File: src/utf8_scan_decode_match_trim_defines.svh
// ---------------------------------------------------------------------------
// Assertion macros for the UTF-8 scan/decode/match block
// Shared concurrent assertion forms, clocked on clk and held off in reset.
// ---------------------------------------------------------------------------
`ifndef UTF8_SCAN_DECODE_MATCH_TRIM_DEFINES_SVH
`define UTF8_SCAN_DECODE_MATCH_TRIM_DEFINES_SVH

// same-cycle implication
`define USDMT_ASSERT_IMP(label, ante, cons, msg) \
  label: assert property (@(posedge clk) disable iff (rst) (ante) |-> (cons)) \
    else $error(msg);

// next-cycle implication
`define USDMT_ASSERT_NXT(label, ante, cons, msg) \
  label: assert property (@(posedge clk) disable iff (rst) (ante) |=> (cons)) \
    else $error(msg);

`endif

File: src/usdmt_pkg.sv
// ---------------------------------------------------------------------------
// usdmt_pkg
// Types and constants shared by the UTF-8 scan/decode/match block.
// ---------------------------------------------------------------------------
package usdmt_pkg;

  localparam int SET_SIZE       = 4;   // match characters compared
  localparam int NUM_MATCH_REGS = 4;   // match registers in the map
  localparam int QDEPTH         = 4;   // front-to-back queue depth
  localparam int QAW            = $clog2(QDEPTH);

  // UTF-8 byte classes
  localparam logic [7:0] ASCII_MASK  = 8'h80;
  localparam logic [7:0] LEAD3_MASK  = 8'hf0;
  localparam logic [7:0] LEAD3_PFX   = 8'he0;
  localparam logic [7:0] LEAD2_MASK  = 8'he0;
  localparam logic [7:0] LEAD2_PFX   = 8'hc0;
  localparam logic [7:0] CONT_MASK   = 8'hc0;
  localparam logic [7:0] CONT_PFX    = 8'h80;

  localparam logic RESULT_CHAR    = 1'b0;
  localparam logic RESULT_SUMMARY = 1'b1;

  typedef enum logic [2:0] {
    REG_SET_COUNT = 3'd0,
    REG_MATCH_0   = 3'd1,
    REG_MATCH_1   = 3'd2,
    REG_MATCH_2   = 3'd3,
    REG_MATCH_3   = 3'd4,
    REG_MAX_LEN   = 3'd5
  } reg_idx_t;

  typedef struct packed {
    logic [7:0] data_byte;
    logic       last_byte;
  } in_t;

  typedef struct packed {
    logic        result_kind;
    logic [15:0] code_point;
    logic [15:0] char_offset;
    logic [1:0]  char_len;
    logic        is_match;
    logic        found;
    logic [15:0] match_offset;
    logic [15:0] trim_end;
    logic [15:0] valid_bytes;
    logic        decode_error;
    logic        last_result;
  } out_t;

  typedef struct packed {
    logic [2:0]                            set_count;
    logic [NUM_MATCH_REGS-1:0][15:0]       match_char;
    logic [15:0]                           max_len;
  } cfg_t;

  // work handed from the decoder to the matcher
  typedef struct packed {
    logic        has_char;   // a character completed on this byte
    logic        last;       // end of string, summary due
    logic [15:0] cp;
    logic [15:0] start;
    logic [1:0]  len;
    logic [15:0] pos;        // char_start after this byte
    logic        err;        // final error flag (summary only)
  } entry_t;

endpackage

File: src/usdmt_front.sv
// ---------------------------------------------------------------------------
// usdmt_front
// Byte decoder: tracks UTF-8 sequences, offsets and stop/error state.
// ---------------------------------------------------------------------------
module usdmt_front (
  input  logic              clk,
  input  logic              rst,
  input  logic              in_valid,
  input  usdmt_pkg::in_t    in_data,
  output logic              in_stall,
  input  logic [15:0]       max_len,
  input  logic              q_full,
  output logic              q_push,
  output usdmt_pkg::entry_t q_entry
);

  logic [1:0]  pending, pending_next;
  logic [9:0]  partial, partial_next;
  logic [1:0]  seq_len, seq_len_next;
  logic [15:0] char_start, char_start_next;
  logic        stopped, stopped_next;
  logic        error_seen, error_seen_next;

  logic        accept;
  logic        emit;
  logic [15:0] cp;
  logic [1:0]  c_len;
  logic [1:0]  len_now;
  logic [16:0] end_sum;
  logic [15:0] end_sat;
  logic [7:0]  b;

  assign b        = in_data.data_byte;
  assign in_stall = q_full;
  assign accept   = in_valid && !q_full;

  assign len_now = (pending == 2'd0) ? 2'd1 : seq_len;
  assign end_sum = {1'b0, char_start} + {15'd0, len_now};
  assign end_sat = end_sum[16] ? 16'hffff : end_sum[15:0];

  always_comb begin
    pending_next    = pending;
    partial_next    = partial;
    seq_len_next    = seq_len;
    char_start_next = char_start;
    stopped_next    = stopped;
    error_seen_next = error_seen;
    emit            = 1'b0;
    cp              = 16'd0;
    c_len           = seq_len;
    if (!stopped) begin
      if (pending == 2'd0) begin
        if (char_start >= max_len) begin
          stopped_next = 1'b1;
        end else if (b == 8'h00) begin
          stopped_next = 1'b1;
        end else if ((b & usdmt_pkg::ASCII_MASK) == 8'h00) begin
          emit            = 1'b1;
          cp              = {8'h00, b};
          c_len           = 2'd1;
          char_start_next = end_sat;
          seq_len_next    = 2'd0;
          partial_next    = 10'd0;
        end else if ((b & usdmt_pkg::LEAD3_MASK) == usdmt_pkg::LEAD3_PFX) begin
          seq_len_next = 2'd3;
          pending_next = 2'd2;
          partial_next = {6'd0, b[3:0]};
        end else if ((b & usdmt_pkg::LEAD2_MASK) == usdmt_pkg::LEAD2_PFX) begin
          seq_len_next = 2'd2;
          pending_next = 2'd1;
          partial_next = {5'd0, b[4:0]};
        end else begin
          stopped_next    = 1'b1;
          error_seen_next = 1'b1;
        end
      end else if ((b & usdmt_pkg::CONT_MASK) != usdmt_pkg::CONT_PFX) begin
        stopped_next    = 1'b1;
        pending_next    = 2'd0;
        error_seen_next = 1'b1;
      end else begin
        pending_next = pending - 2'd1;
        if (pending_next != 2'd0) begin
          partial_next = {partial[3:0], b[5:0]};
        end else begin
          emit            = 1'b1;
          cp              = {partial, b[5:0]};
          c_len           = seq_len;
          char_start_next = end_sat;
          seq_len_next    = 2'd0;
          partial_next    = 10'd0;
        end
      end
    end
  end

  always_comb begin
    q_entry.has_char = emit;
    q_entry.last     = in_data.last_byte;
    q_entry.cp       = cp;
    q_entry.start    = char_start;
    q_entry.len      = c_len;
    q_entry.pos      = char_start_next;
    // a sequence still open at the last byte is an error
    q_entry.err      = error_seen_next || (!stopped_next && (pending_next != 2'd0));
  end

  assign q_push = accept && (emit || in_data.last_byte);

  always_ff @(posedge clk) begin
    if (rst || (accept && in_data.last_byte)) begin
      pending    <= 2'd0;
      partial    <= 10'd0;
      seq_len    <= 2'd0;
      char_start <= 16'd0;
      stopped    <= 1'b0;
      error_seen <= 1'b0;
    end else if (accept) begin
      pending    <= pending_next;
      partial    <= partial_next;
      seq_len    <= seq_len_next;
      char_start <= char_start_next;
      stopped    <= stopped_next;
      error_seen <= error_seen_next;
    end
  end

endmodule

File: src/usdmt_queue.sv
// ---------------------------------------------------------------------------
// usdmt_queue
// Short FIFO of decoder work between the front and back halves.
// ---------------------------------------------------------------------------
`include "utf8_scan_decode_match_trim_defines.svh"

module usdmt_queue (
  input  logic              clk,
  input  logic              rst,
  input  logic              push,
  input  usdmt_pkg::entry_t push_entry,
  input  logic              pop,
  output usdmt_pkg::entry_t head,
  output logic              q_valid,
  output logic              q_full
);

  localparam logic [usdmt_pkg::QAW:0] CNT_FULL = (usdmt_pkg::QAW+1)'(usdmt_pkg::QDEPTH);

  usdmt_pkg::entry_t          slots [usdmt_pkg::QDEPTH];
  logic [usdmt_pkg::QAW-1:0]  wr_ptr;
  logic [usdmt_pkg::QAW-1:0]  rd_ptr;
  logic [usdmt_pkg::QAW:0]    count;

  assign head    = slots[rd_ptr];
  assign q_valid = (count != '0);
  assign q_full  = (count == CNT_FULL);

  always_ff @(posedge clk) begin
    if (push) begin
      slots[wr_ptr] <= push_entry;
    end
  end

  always_ff @(posedge clk) begin
    if (rst) begin
      wr_ptr <= '0;
      rd_ptr <= '0;
      count  <= '0;
    end else begin
      if (push) begin
        wr_ptr <= wr_ptr + 1'b1;
      end
      if (pop) begin
        rd_ptr <= rd_ptr + 1'b1;
      end
      case ({push, pop})
        2'b10:   count <= count + 1'b1;
        2'b01:   count <= count - 1'b1;
        default: count <= count;
      endcase
    end
  end

  `USDMT_ASSERT_IMP(a_q_count_range, 1'b1, count <= CNT_FULL, "queue count out of range")
  `USDMT_ASSERT_IMP(a_q_no_overflow, push, !q_full, "push into full queue")
  `USDMT_ASSERT_IMP(a_q_no_underflow, pop, q_valid, "pop from empty queue")

endmodule

File: src/usdmt_back.sv
// ---------------------------------------------------------------------------
// usdmt_back
// Matcher and result builder: set compare, first-match/trim tracking, output.
// ---------------------------------------------------------------------------
`include "utf8_scan_decode_match_trim_defines.svh"

module usdmt_back (
  input  logic              clk,
  input  logic              rst,
  input  usdmt_pkg::cfg_t   cfg,
  input  logic              q_valid,
  input  usdmt_pkg::entry_t head,
  output logic              pop,
  output logic              out_valid,
  input  logic              out_stall,
  output usdmt_pkg::out_t   out_data
);

  logic        match_seen, match_seen_next;
  logic [15:0] first_match_at, first_match_at_next;
  logic [15:0] keep_end, keep_end_next;
  logic        phase, phase_next;   // char of a last entry sent, summary next

  logic                       load;
  logic                       do_char;
  logic                       issue_sum;
  logic [2:0]                 n_act;
  logic [usdmt_pkg::SET_SIZE-1:0] hit_vec;
  logic                       hit;
  logic [15:0]                trim;
  usdmt_pkg::out_t            res;

  assign load      = q_valid && (!out_valid || !out_stall);
  assign do_char   = head.has_char && !phase;
  assign issue_sum = load && !do_char;
  assign pop       = load && !(do_char && head.last);

  assign n_act = (cfg.set_count > 3'(usdmt_pkg::SET_SIZE)) ?
                 3'(usdmt_pkg::SET_SIZE) : cfg.set_count;

  always_comb begin
    for (int j = 0; j < usdmt_pkg::SET_SIZE; j++) begin
      hit_vec[j] = (3'(j) < n_act) && (cfg.match_char[j] == head.cp);
    end
  end
  assign hit = |hit_vec;

  assign trim = (keep_end < cfg.max_len) ? keep_end : cfg.max_len;

  always_comb begin
    res                 = '0;
    match_seen_next     = match_seen;
    first_match_at_next = first_match_at;
    keep_end_next       = keep_end;
    phase_next          = phase;
    if (do_char) begin
      res.result_kind = usdmt_pkg::RESULT_CHAR;
      res.code_point  = head.cp;
      res.char_offset = head.start;
      res.char_len    = head.len;
      res.is_match    = hit;
      if (hit) begin
        if (!match_seen) begin
          match_seen_next     = 1'b1;
          first_match_at_next = head.start;
        end
      end else begin
        keep_end_next = head.pos;
      end
      phase_next = head.last;
    end else begin
      res.result_kind  = usdmt_pkg::RESULT_SUMMARY;
      res.found        = match_seen;
      res.match_offset = first_match_at;
      res.trim_end     = trim;
      res.valid_bytes  = head.pos;
      res.decode_error = head.err;
      res.last_result  = 1'b1;
      match_seen_next     = 1'b0;
      first_match_at_next = 16'd0;
      keep_end_next       = 16'd0;
      phase_next          = 1'b0;
    end
  end

  always_ff @(posedge clk) begin
    if (rst) begin
      match_seen     <= 1'b0;
      first_match_at <= 16'd0;
      keep_end       <= 16'd0;
      phase          <= 1'b0;
    end else if (load) begin
      match_seen     <= match_seen_next;
      first_match_at <= first_match_at_next;
      keep_end       <= keep_end_next;
      phase          <= phase_next;
    end
  end

  always_ff @(posedge clk) begin
    if (rst) begin
      out_valid <= 1'b0;
    end else if (load) begin
      out_valid <= 1'b1;
    end else if (!out_stall) begin
      out_valid <= 1'b0;
    end
  end

  always_ff @(posedge clk) begin
    if (load) begin
      out_data <= res;
    end
  end

  `USDMT_ASSERT_IMP(a_phase_head, phase, q_valid && head.has_char && head.last, "summary phase without last entry")
  `USDMT_ASSERT_NXT(a_sum_clears, issue_sum, !match_seen && (keep_end == 16'd0), "match state not cleared after summary")

endmodule

File: src/utf8_scan_decode_match_trim.sv
// ---------------------------------------------------------------------------
// utf8_scan_decode_match_trim
// Top level: UTF-8 byte scanner, 16-bit decoder, set matcher and trimmer.
// ---------------------------------------------------------------------------
// Usage:
//   Input channel (in_valid/in_stall/in_data) carries one string byte per
//   transfer; last_byte marks the final byte of a string. Output channel
//   (out_valid/out_stall/out_data) carries one result per transfer: a
//   character result for each decoded character, and on the last byte a
//   summary result (found, match_offset, trim_end, valid_bytes, error).
//   The APB port holds set_count, match_char_0..3 and max_len at 4*index;
//   write it only while the block is idle.
//   Throughput: one byte per cycle while the queue is not full. A last byte
//   that also completes a character gives two results from one queue entry.
//   A result is written first to the queue and then loaded into the output
//   register after its byte is taken; an output stall holds it there longer.
//   A 4-entry queue parts the decoder from the matcher; in_stall rises only
//   when that queue is full, so a stalled receiver backs up into it first.
//   Reset (synchronous rst) clears scan state and the queue and sets the
//   registers to set_count 0, match chars 0, max_len 65535.
// ---------------------------------------------------------------------------
module utf8_scan_decode_match_trim (
  input  logic             clk,
  input  logic             rst,
  // byte input
  input  logic             in_valid,
  input  usdmt_pkg::in_t   in_data,
  output logic             in_stall,
  // results
  output logic             out_valid,
  input  logic             out_stall,
  output usdmt_pkg::out_t  out_data,
  // configuration
  input  logic             psel,
  input  logic             penable,
  input  logic             pwrite,
  input  logic [4:0]       paddr,
  input  logic [31:0]      pwdata,
  output logic [31:0]      prdata,
  output logic             pready
);

  usdmt_pkg::cfg_t   cfg;
  usdmt_pkg::reg_idx_t reg_sel;
  logic              cfg_wr;

  logic              q_push;
  logic              q_pop;
  logic              q_valid;
  logic              q_full;
  usdmt_pkg::entry_t q_in;
  usdmt_pkg::entry_t q_head;

  // ---- register file ----
  assign pready  = 1'b1;
  assign cfg_wr  = psel && penable && pwrite;
  assign reg_sel = usdmt_pkg::reg_idx_t'(paddr[4:2]);

  always_ff @(posedge clk) begin
    if (rst) begin
      cfg.set_count  <= 3'd0;
      cfg.match_char <= '0;
      cfg.max_len    <= 16'hffff;
    end else if (cfg_wr) begin
      case (reg_sel)
        usdmt_pkg::REG_SET_COUNT: cfg.set_count     <= pwdata[2:0];
        usdmt_pkg::REG_MATCH_0:   cfg.match_char[0] <= pwdata[15:0];
        usdmt_pkg::REG_MATCH_1:   cfg.match_char[1] <= pwdata[15:0];
        usdmt_pkg::REG_MATCH_2:   cfg.match_char[2] <= pwdata[15:0];
        usdmt_pkg::REG_MATCH_3:   cfg.match_char[3] <= pwdata[15:0];
        usdmt_pkg::REG_MAX_LEN:   cfg.max_len       <= pwdata[15:0];
        default:                  cfg.max_len       <= cfg.max_len; // unmapped
      endcase
    end
  end

  always_comb begin
    case (reg_sel)
      usdmt_pkg::REG_SET_COUNT: prdata = {29'd0, cfg.set_count};
      usdmt_pkg::REG_MATCH_0:   prdata = {16'd0, cfg.match_char[0]};
      usdmt_pkg::REG_MATCH_1:   prdata = {16'd0, cfg.match_char[1]};
      usdmt_pkg::REG_MATCH_2:   prdata = {16'd0, cfg.match_char[2]};
      usdmt_pkg::REG_MATCH_3:   prdata = {16'd0, cfg.match_char[3]};
      usdmt_pkg::REG_MAX_LEN:   prdata = {16'd0, cfg.max_len};
      default:                  prdata = 32'd0;
    endcase
  end

  // ---- front: decode bytes, track offsets and stop/error ----
  usdmt_front u_front (
    .clk      (clk),
    .rst      (rst),
    .in_valid (in_valid),
    .in_data  (in_data),
    .in_stall (in_stall),
    .max_len  (cfg.max_len),
    .q_full   (q_full),
    .q_push   (q_push),
    .q_entry  (q_in)
  );

  // ---- queue: lets decoder run while results wait ----
  usdmt_queue u_queue (
    .clk        (clk),
    .rst        (rst),
    .push       (q_push),
    .push_entry (q_in),
    .pop        (q_pop),
    .head       (q_head),
    .q_valid    (q_valid),
    .q_full     (q_full)
  );

  // ---- back: match, first-match / trim tracking, output register ----
  usdmt_back u_back (
    .clk       (clk),
    .rst       (rst),
    .cfg       (cfg),
    .q_valid   (q_valid),
    .head      (q_head),
    .pop       (q_pop),
    .out_valid (out_valid),
    .out_stall (out_stall),
    .out_data  (out_data)
  );

endmodule
File: config.mk
export PLATFORM = sky130hd
export DESIGN_NAME = utf8_scan_decode_match_trim
export DESIGN_NICKNAME = d
export VERILOG_FILES = /design/src/usdmt_pkg.sv /design/src/usdmt_front.sv /design/src/usdmt_queue.sv /design/src/usdmt_back.sv /design/src/utf8_scan_decode_match_trim.sv
export VERILOG_INCLUDE_DIRS = /design/src /design/src/src
export SDC_FILE = /design/constraint.sdc
export NUM_CORES = 1
export LEC_CHECK = 0
export ABC_AREA = 1
export ABC_CLOCK_PERIOD_IN_PS = 7100
export BUFFER_PORTS_ARGS = -buffer_cell sky130_fd_sc_hd__buf_4
export CORE_ASPECT_RATIO = 1.2
export CORE_MARGIN = 2
export CORE_UTILIZATION = 43
export DETAILED_ROUTE_END_ITERATION = 8
export PLACE_DENSITY = 0.72
export SYNTH_ARGS = -nofsm -noshare
export SYNTH_HDL_FRONTEND = slang
export SYNTH_HIERARCHICAL = 1
export SYNTH_SLANG_ARGS = --single-unit
File: constraint.sdc
create_clock -name clk -period 7.1 [get_ports clk]
set_input_delay 0.71 -clock clk [delete_from_list [all_inputs] [get_ports clk]]
set_output_delay 0.71 -clock clk [all_outputs]
set_load 0.01 [all_outputs]
Yosys cells after proc, flatten, opt, wreduce, memory -nomap -nowiden
Memory sizes are Yosys's and may differ from the RTL's. A register that Yosys moved wholly into a read port is not among the register bits.
Cells that the tools add are included.
{"block": "totals", "mem_bits_rw": 212, "regBits": 244, "mem_count": 1}
{"name": "u_queue.slots", "depth": 4, "width": 53, "read_ports": 1, "rd_clocked_by_memory_dff": 1, "wr": 1, "line_no": "usdmt_queue.sv:20", "rtl": "usdmt_pkg::entry_t slots [usdmt_pkg::QDEPTH];"}
{"block": "op_classes", "n_mux": 88, "n_reduce_logical": 44, "n_lt_le_gt_ge": 7, "n_bitwise": 1, "n_eq_ne": 24, "n_addsub": 6}
{"operator": "16-bit 2-to-1 mux", "n": 20}
{"operator": "16-bit one-hot mux with 6 select lines", "n": 1}
{"operator": "10-bit 2-to-1 mux", "n": 8}
{"operator": "16-bit == test", "n": 4}
{"operator": "2-bit 2-to-1 mux", "n": 24}
{"operator": "1-bit 2-to-1 mux", "n": 32}
{"operator": "16-bit by 2-bit adder with 17-bit output", "n": 1}
{"operator": "16-bit >= comparator", "n": 1}
{"operator": "8-bit logical NOT", "n": 2}
{"operator": "16-bit < comparator", "n": 1}
{"operator": "2-bit AND reduction", "n": 8}
{"operator": "1-bit logical AND", "n": 14}
{"operator": "3-bit == test (second input constant)", "n": 4}
{"operator": "2-bit inequality test (second input constant)", "n": 6}
{"operator": "8-bit 2-to-1 mux", "n": 1}
{"operator": "7-bit AND reduction", "n": 1}
{"operator": "3-bit by 2-bit == test with 1-bit output (second input constant)", "n": 2}
{"operator": "1-bit logical NOT", "n": 6}
{"operator": "1-bit by 3-bit < comparator with 1-bit output (first input constant)", "n": 2}
{"operator": "2-bit by 3-bit < comparator with 1-bit output (first input constant)", "n": 2}
{"operator": "2-bit by 1-bit inequality test with 1-bit output (second input constant)", "n": 3}
{"operator": "3-bit one-hot mux with 2 select lines", "n": 1}
{"operator": "6-bit AND reduction", "n": 1}
{"operator": "2-bit nonzero test", "n": 3}
{"operator": "other kinds (18)", "n": 22}

Depth between registers and ports, before layout
{"block": "logic_depth", "depth_word": 11, "depth_mapped": 24}

Cells and area by module
The synthesis kept the hierarchy.
{"mod": "usdmt_queue", "area_each_um2": 8481.9, "seq_area_each_um2": 6546.3, "n_inst": 1, "cells_per_inst": 572}
{"mod": "usdmt_back", "area_each_um2": 6770.2, "seq_area_each_um2": 3283.1, "n_inst": 1, "cells_per_inst": 882}
{"mod": "utf8_scan_decode_match_trim", "area_each_um2": 4376.7, "seq_area_each_um2": 1661.6, "n_inst": 1, "cells_per_inst": 684}
{"mod": "usdmt_front", "area_each_um2": 3402.0, "seq_area_each_um2": 640.6, "n_inst": 1, "cells_per_inst": 575}

Worst setup path after synthesis
No wires, ideal clock.
{"block": "synth_path", "path_type": "input to register", "from": "in out_stall", "to": "reg, netlist name u_back/out_data[0]", "cell_stages": 5, "n_path_buf": 2, "required_time_ns": 6.617, "arrival_ns": 3.794, "setup_ns": 0.483, "path_slack_ns": 2.823, "path_cell_list": "nand2_1 -> nand2_1 -> inv_1 -> clkbuf_1 -> buf_1"}
{"block": "synth_between", "elab_chain_len": 3}
{"item": "start, declared", "line_no": "utf8_scan_decode_match_trim.sv:31", "rtl": "input logic out_stall,"}
{"item": "1-bit logical NOT", "line_no": "usdmt_back.sv:33", "rtl": "assign load = q_valid && (!out_valid || !out_stall);"}
{"item": "1-bit logical OR", "line_no": "usdmt_back.sv:33"}
{"item": "1-bit logical AND", "line_no": "usdmt_back.sv:33"}
{"item": "via u_back.load", "line_no": "usdmt_back.sv:24", "rtl": "logic load;"}
The timed path passes the listed nets, and every way through them passes these cells.
A chain may end at the register's enable or synchronous reset.

==> results.json <==
{
  "vias": 18600,
  "hold_viol": 0,
  "vias_per_cell": 5.28,
  "rr_startpoint": "u_front/char_start[9]",
  "synth_edf_count": 298,
  "core_um2": 52700,
  "ant_nets": 0,
  "rrSetupSlack_ps": 2570,
  "antenna_found_initial": 0,
  "port_buffers": 139,
  "die_h_um": 258,
  "placed_area_um2": 24300,
  "hold_buffers": 0,
  "timing.hold.worst.class": "in2reg",
  "path_max_fanout": 39,
  "outcome": "finished clean",
  "drive_gt1_share_pct": 12.5,
  "clockBufferDepth": 3,
  "yosysUniqueCellTypes": 55,
  "synthFlopType": "edfxtp_1",
  "fin_crit_ps": 4530,
  "floorplan.initialDensity_pct": 43.7,
  "fin_tns_setup_ps": 0,
  "route.detailed.drc": 0,
  "holdPathEnd": "u_queue/slots[0][51]",
  "slew_violations": 0,
  "setup_viol": 0,
  "p_leak_nw": 10.7,
  "reg2reg_to": "u_queue/slots[1][48]",
  "fin_nets": 2879,
  "required_ps": 7330,
  "hold_depth": 1,
  "syn_avg_cell_area_um2": 8.49,
  "hold_path.startpoint": "in_data[0]",
  "clock-sinks": 457,
  "yosysWarningCount": 6,
  "drt_iter0_markers": 1694,
  "gp_congestion": 1.01,
  "dieArea_um2": 55400,
  "clk_pin_slew_ps": 60,
  "postCtsSetupRepairBufs": 0,
  "postSynthCellCount": 2713,
  "fin_skew_ps": 23.9,
  "grt_max_degree": 107,
  "cp-end-kind": "register",
  "arrival_ps": 4770,
  "slew_headroom_pct": 22.5,
  "wl_mm": 63.2,
  "final_area_um2": 25700,
  "first_pass_iters": 7,
  "setup_ws_ps": 2570,
  "final_core_util_pct": 48.8,
  "start_kind": "register",
  "worstMarginPinSlew_ps": 1160,
  "grt_pass1_wl_mm": 97.3,
  "place_inst": 3442,
  "worstSetupPathType": "reg2reg",
  "async_flop_share_pct": 0,
  "dp_hpwl_mm": 43.2,
  "powerDensity_nw_per_um2": 384,
  "cts_buffers": 45,
  "ir_drop_uv": 313,
  "gr-total-overflow": 0,
  "areaGrowthSynthToFinish_pct": 11.7,
  "synth-seq-cells": 457,
  "maxCapViolCount": 0,
  "ff2ff_path_depth": 15,
  "place_ws_ps": 2570,
  "rows": 92,
  "finalCritPeriodShare_pct": 63.9,
  "seq_area_frac_synth_pct": 52.7,
  "ioPinCount": 175,
  "cts_tree": "yes",
  "final_cell_count_no_fill": 3526,
  "die_w_um": 215,
  "cts_max_level": 2,
  "cts-root-buf": "clkbuf_16",
  "first_global_vias": 17200,
  "fmax_mhz": 221,
  "n_antenna_cell": 0,
  "clkLatencyLatePin_ps": 570,
  "grtUsageTotal_pct": 22.3,
  "wire_per_inst_um": 17.9,
  "rsz0062_at_grt": "false",
  "syn_area_um2": 23000,
  "ctsResizeCount": 0
}
==> worst max-delay path, stage by stage (launching register included) <==
cell and delay, ps:
dfxtp_1 670, ha_1 360, nand2_1 60, nand2_1 40
nand2_1 50, nand2_1 90, a21oi_4 260, nand4_4 330
inv_2 390, nand2_1 110, nand2_1 190, nand2_1 110
o21ai_0 210, nand2_1 120, inv_2 740, buf_4 420
==> power breakdown <==
part           leakage [nW]  switching [mW]  internal (mW)
logic                  5.89            2.52           1.13
clock network         0.705            1.00           1.33
registers              4.14           0.285           3.60
total                  10.7            3.81           6.06
==> stage by stage <==
step,hold WS [ps],power [mW]
2_1_floorplan,412,6.30
3_3_place_gp,424,7.49
3_5_place_dp,432,7.54
4_1_cts,351,9.87
5_1_grt,368,10.4
6_report,371,9.87
==> per-layer routing <==
layer / vias to the layer above / global-route usage [%] / routed length [um] / part of all wire [%]
met5: - / 0 / 0 / 0
met2: 741 / 37.1 / 29800 / 47
met4: 0 / 9.81 / 2780 / 4.4
met3: 146 / 2.80 / 4580 / 7.2
met1: 8689 / 29.3 / 26000 / 41
li1: 9042 / - / - / -
==> cell usage after synthesis, types with 2 or more instances <==
cell type / instances / area share [%]
buf_2: 33 / 0.72
xor2_1: 10 / 0.38
nand4_1: 80 / 2.2
clkbuf_1: 47 / 0.77
clkinv_1: 3 / 0.049
a21oi_1: 125 / 2.7
or2_1: 4 / 0.11
buf_4: 31 / 1.0
buf_6: 14 / 0.68
nand3_1: 168 / 3.7
ha_1: 40 / 2.2
dfxtp_1: 159 / 14
nor3_1: 14 / 0.30
a211oi_1: 3 / 0.098
nor2_8: 3 / 0.26
nand3_4: 2 / 0.15
o21ai_1: 14 / 0.30
nand2_1: 520 / 8.5
edfxtp_1: 298 / 39
nor2_1: 473 / 7.7
buf_1: 13 / 0.21
nand3b_1: 16 / 0.52
conb_1: 2 / 0.033
o21ai_0: 138 / 3.0
o22ai_2: 20 / 1.1
clkbuf_2: 6 / 0.13
nor2_4: 11 / 0.54
nand2_2: 10 / 0.27
a22oi_1: 16 / 0.52
nor4_1: 3 / 0.081
nor2_2: 26 / 0.71
inv_2: 29 / 0.47
o22ai_1: 33 / 0.90
nand3_2: 6 / 0.26
fa_1: 2 / 0.17
nor3b_1: 6 / 0.20
inv_1: 298 / 4.9
nor3_2: 2 / 0.087
buf_8: 4 / 0.26
xnor2_1: 15 / 0.57
or2_2: 2 / 0.054
==> cell families after synthesis <==
| family | Yosys count | share of synthesized area [%] |
|---|---|---|
| simple gates | 1350 | 25.8 |
| buf+inv | 480 | 9.22 |
| flops | 457 | 52.7 |
| compound gates | 357 | 8.94 |
| fa+ha+maj | 42 | 2.35 |
| xor+xnor | 25 | 0.951 |
| other cells | 2 | 0.0326 |
==> registers in the layout, summed over array words and instances (netlist names), 3 cells and up, named ones only <==
register,flops
cfg,83
u_back/first_match_at,16
u_back/keep_end,16
u_back/out_data,86
u_front/char_start,16
u_front/partial,10
u_queue/count,3
u_queue/slots,212
==> cell usage in the layout, fill, tap and decap left out, types with 6 or more instances in the layout <==
cell,instances
nor2_2,26
clkinv_2,8
a22oi_1,16
a21oi_1,125
o21ai_1,14
xnor2_1,15
edfxtp_1,298
nor2_1,472
o22ai_2,20
clkbuf_1,17
buf_4,157
nand3b_1,16
inv_2,35
nor2_4,12
clkbuf_8,7
dfxtp_1,158
xor2_1,10
o22ai_1,33
nand2_1,520
conb_1,17
inv_1,292
ha_1,40
nand2_2,10
nand4_1,80
nand3_1,168
nor3b_1,6
clkbuf_16,45
nor3_1,14
o21ai_0,137
nand3_2,6
==> area by class of cell <==
class                           instances  area [um2]
Timing Repair Buffer                  157        1180
Fill cell                            4989       27000
Clock buffer                           69        1290
Multi-Input combinational cell       1791        8840
Clock inverter                         15         149
Inverter                              332        1260
Sequential cell                       457       12100
Tap cell                              705         882
==> worst max-delay path by stage <==
stage / to / from / cells past startpoint / slack, ps
after floorplan: u_back/out_data[0] / out_stall / 5 / 2820
after global placement: u_queue/slots[1][49] / u_front/char_start[9] / 15 / 2560
after detailed placement: u_queue/slots[1][49] / u_front/char_start[9] / 15 / 2570
after CTS: u_queue/slots[1][48] / u_front/char_start[9] / 15 / 2540
after global routing: u_queue/slots[1][48] / u_front/char_start[9] / 15 / 2130
final: u_queue/slots[1][48] / u_front/char_start[9] / 15 / 2570
Note: power is estimated with default switching activity, not from simulation.
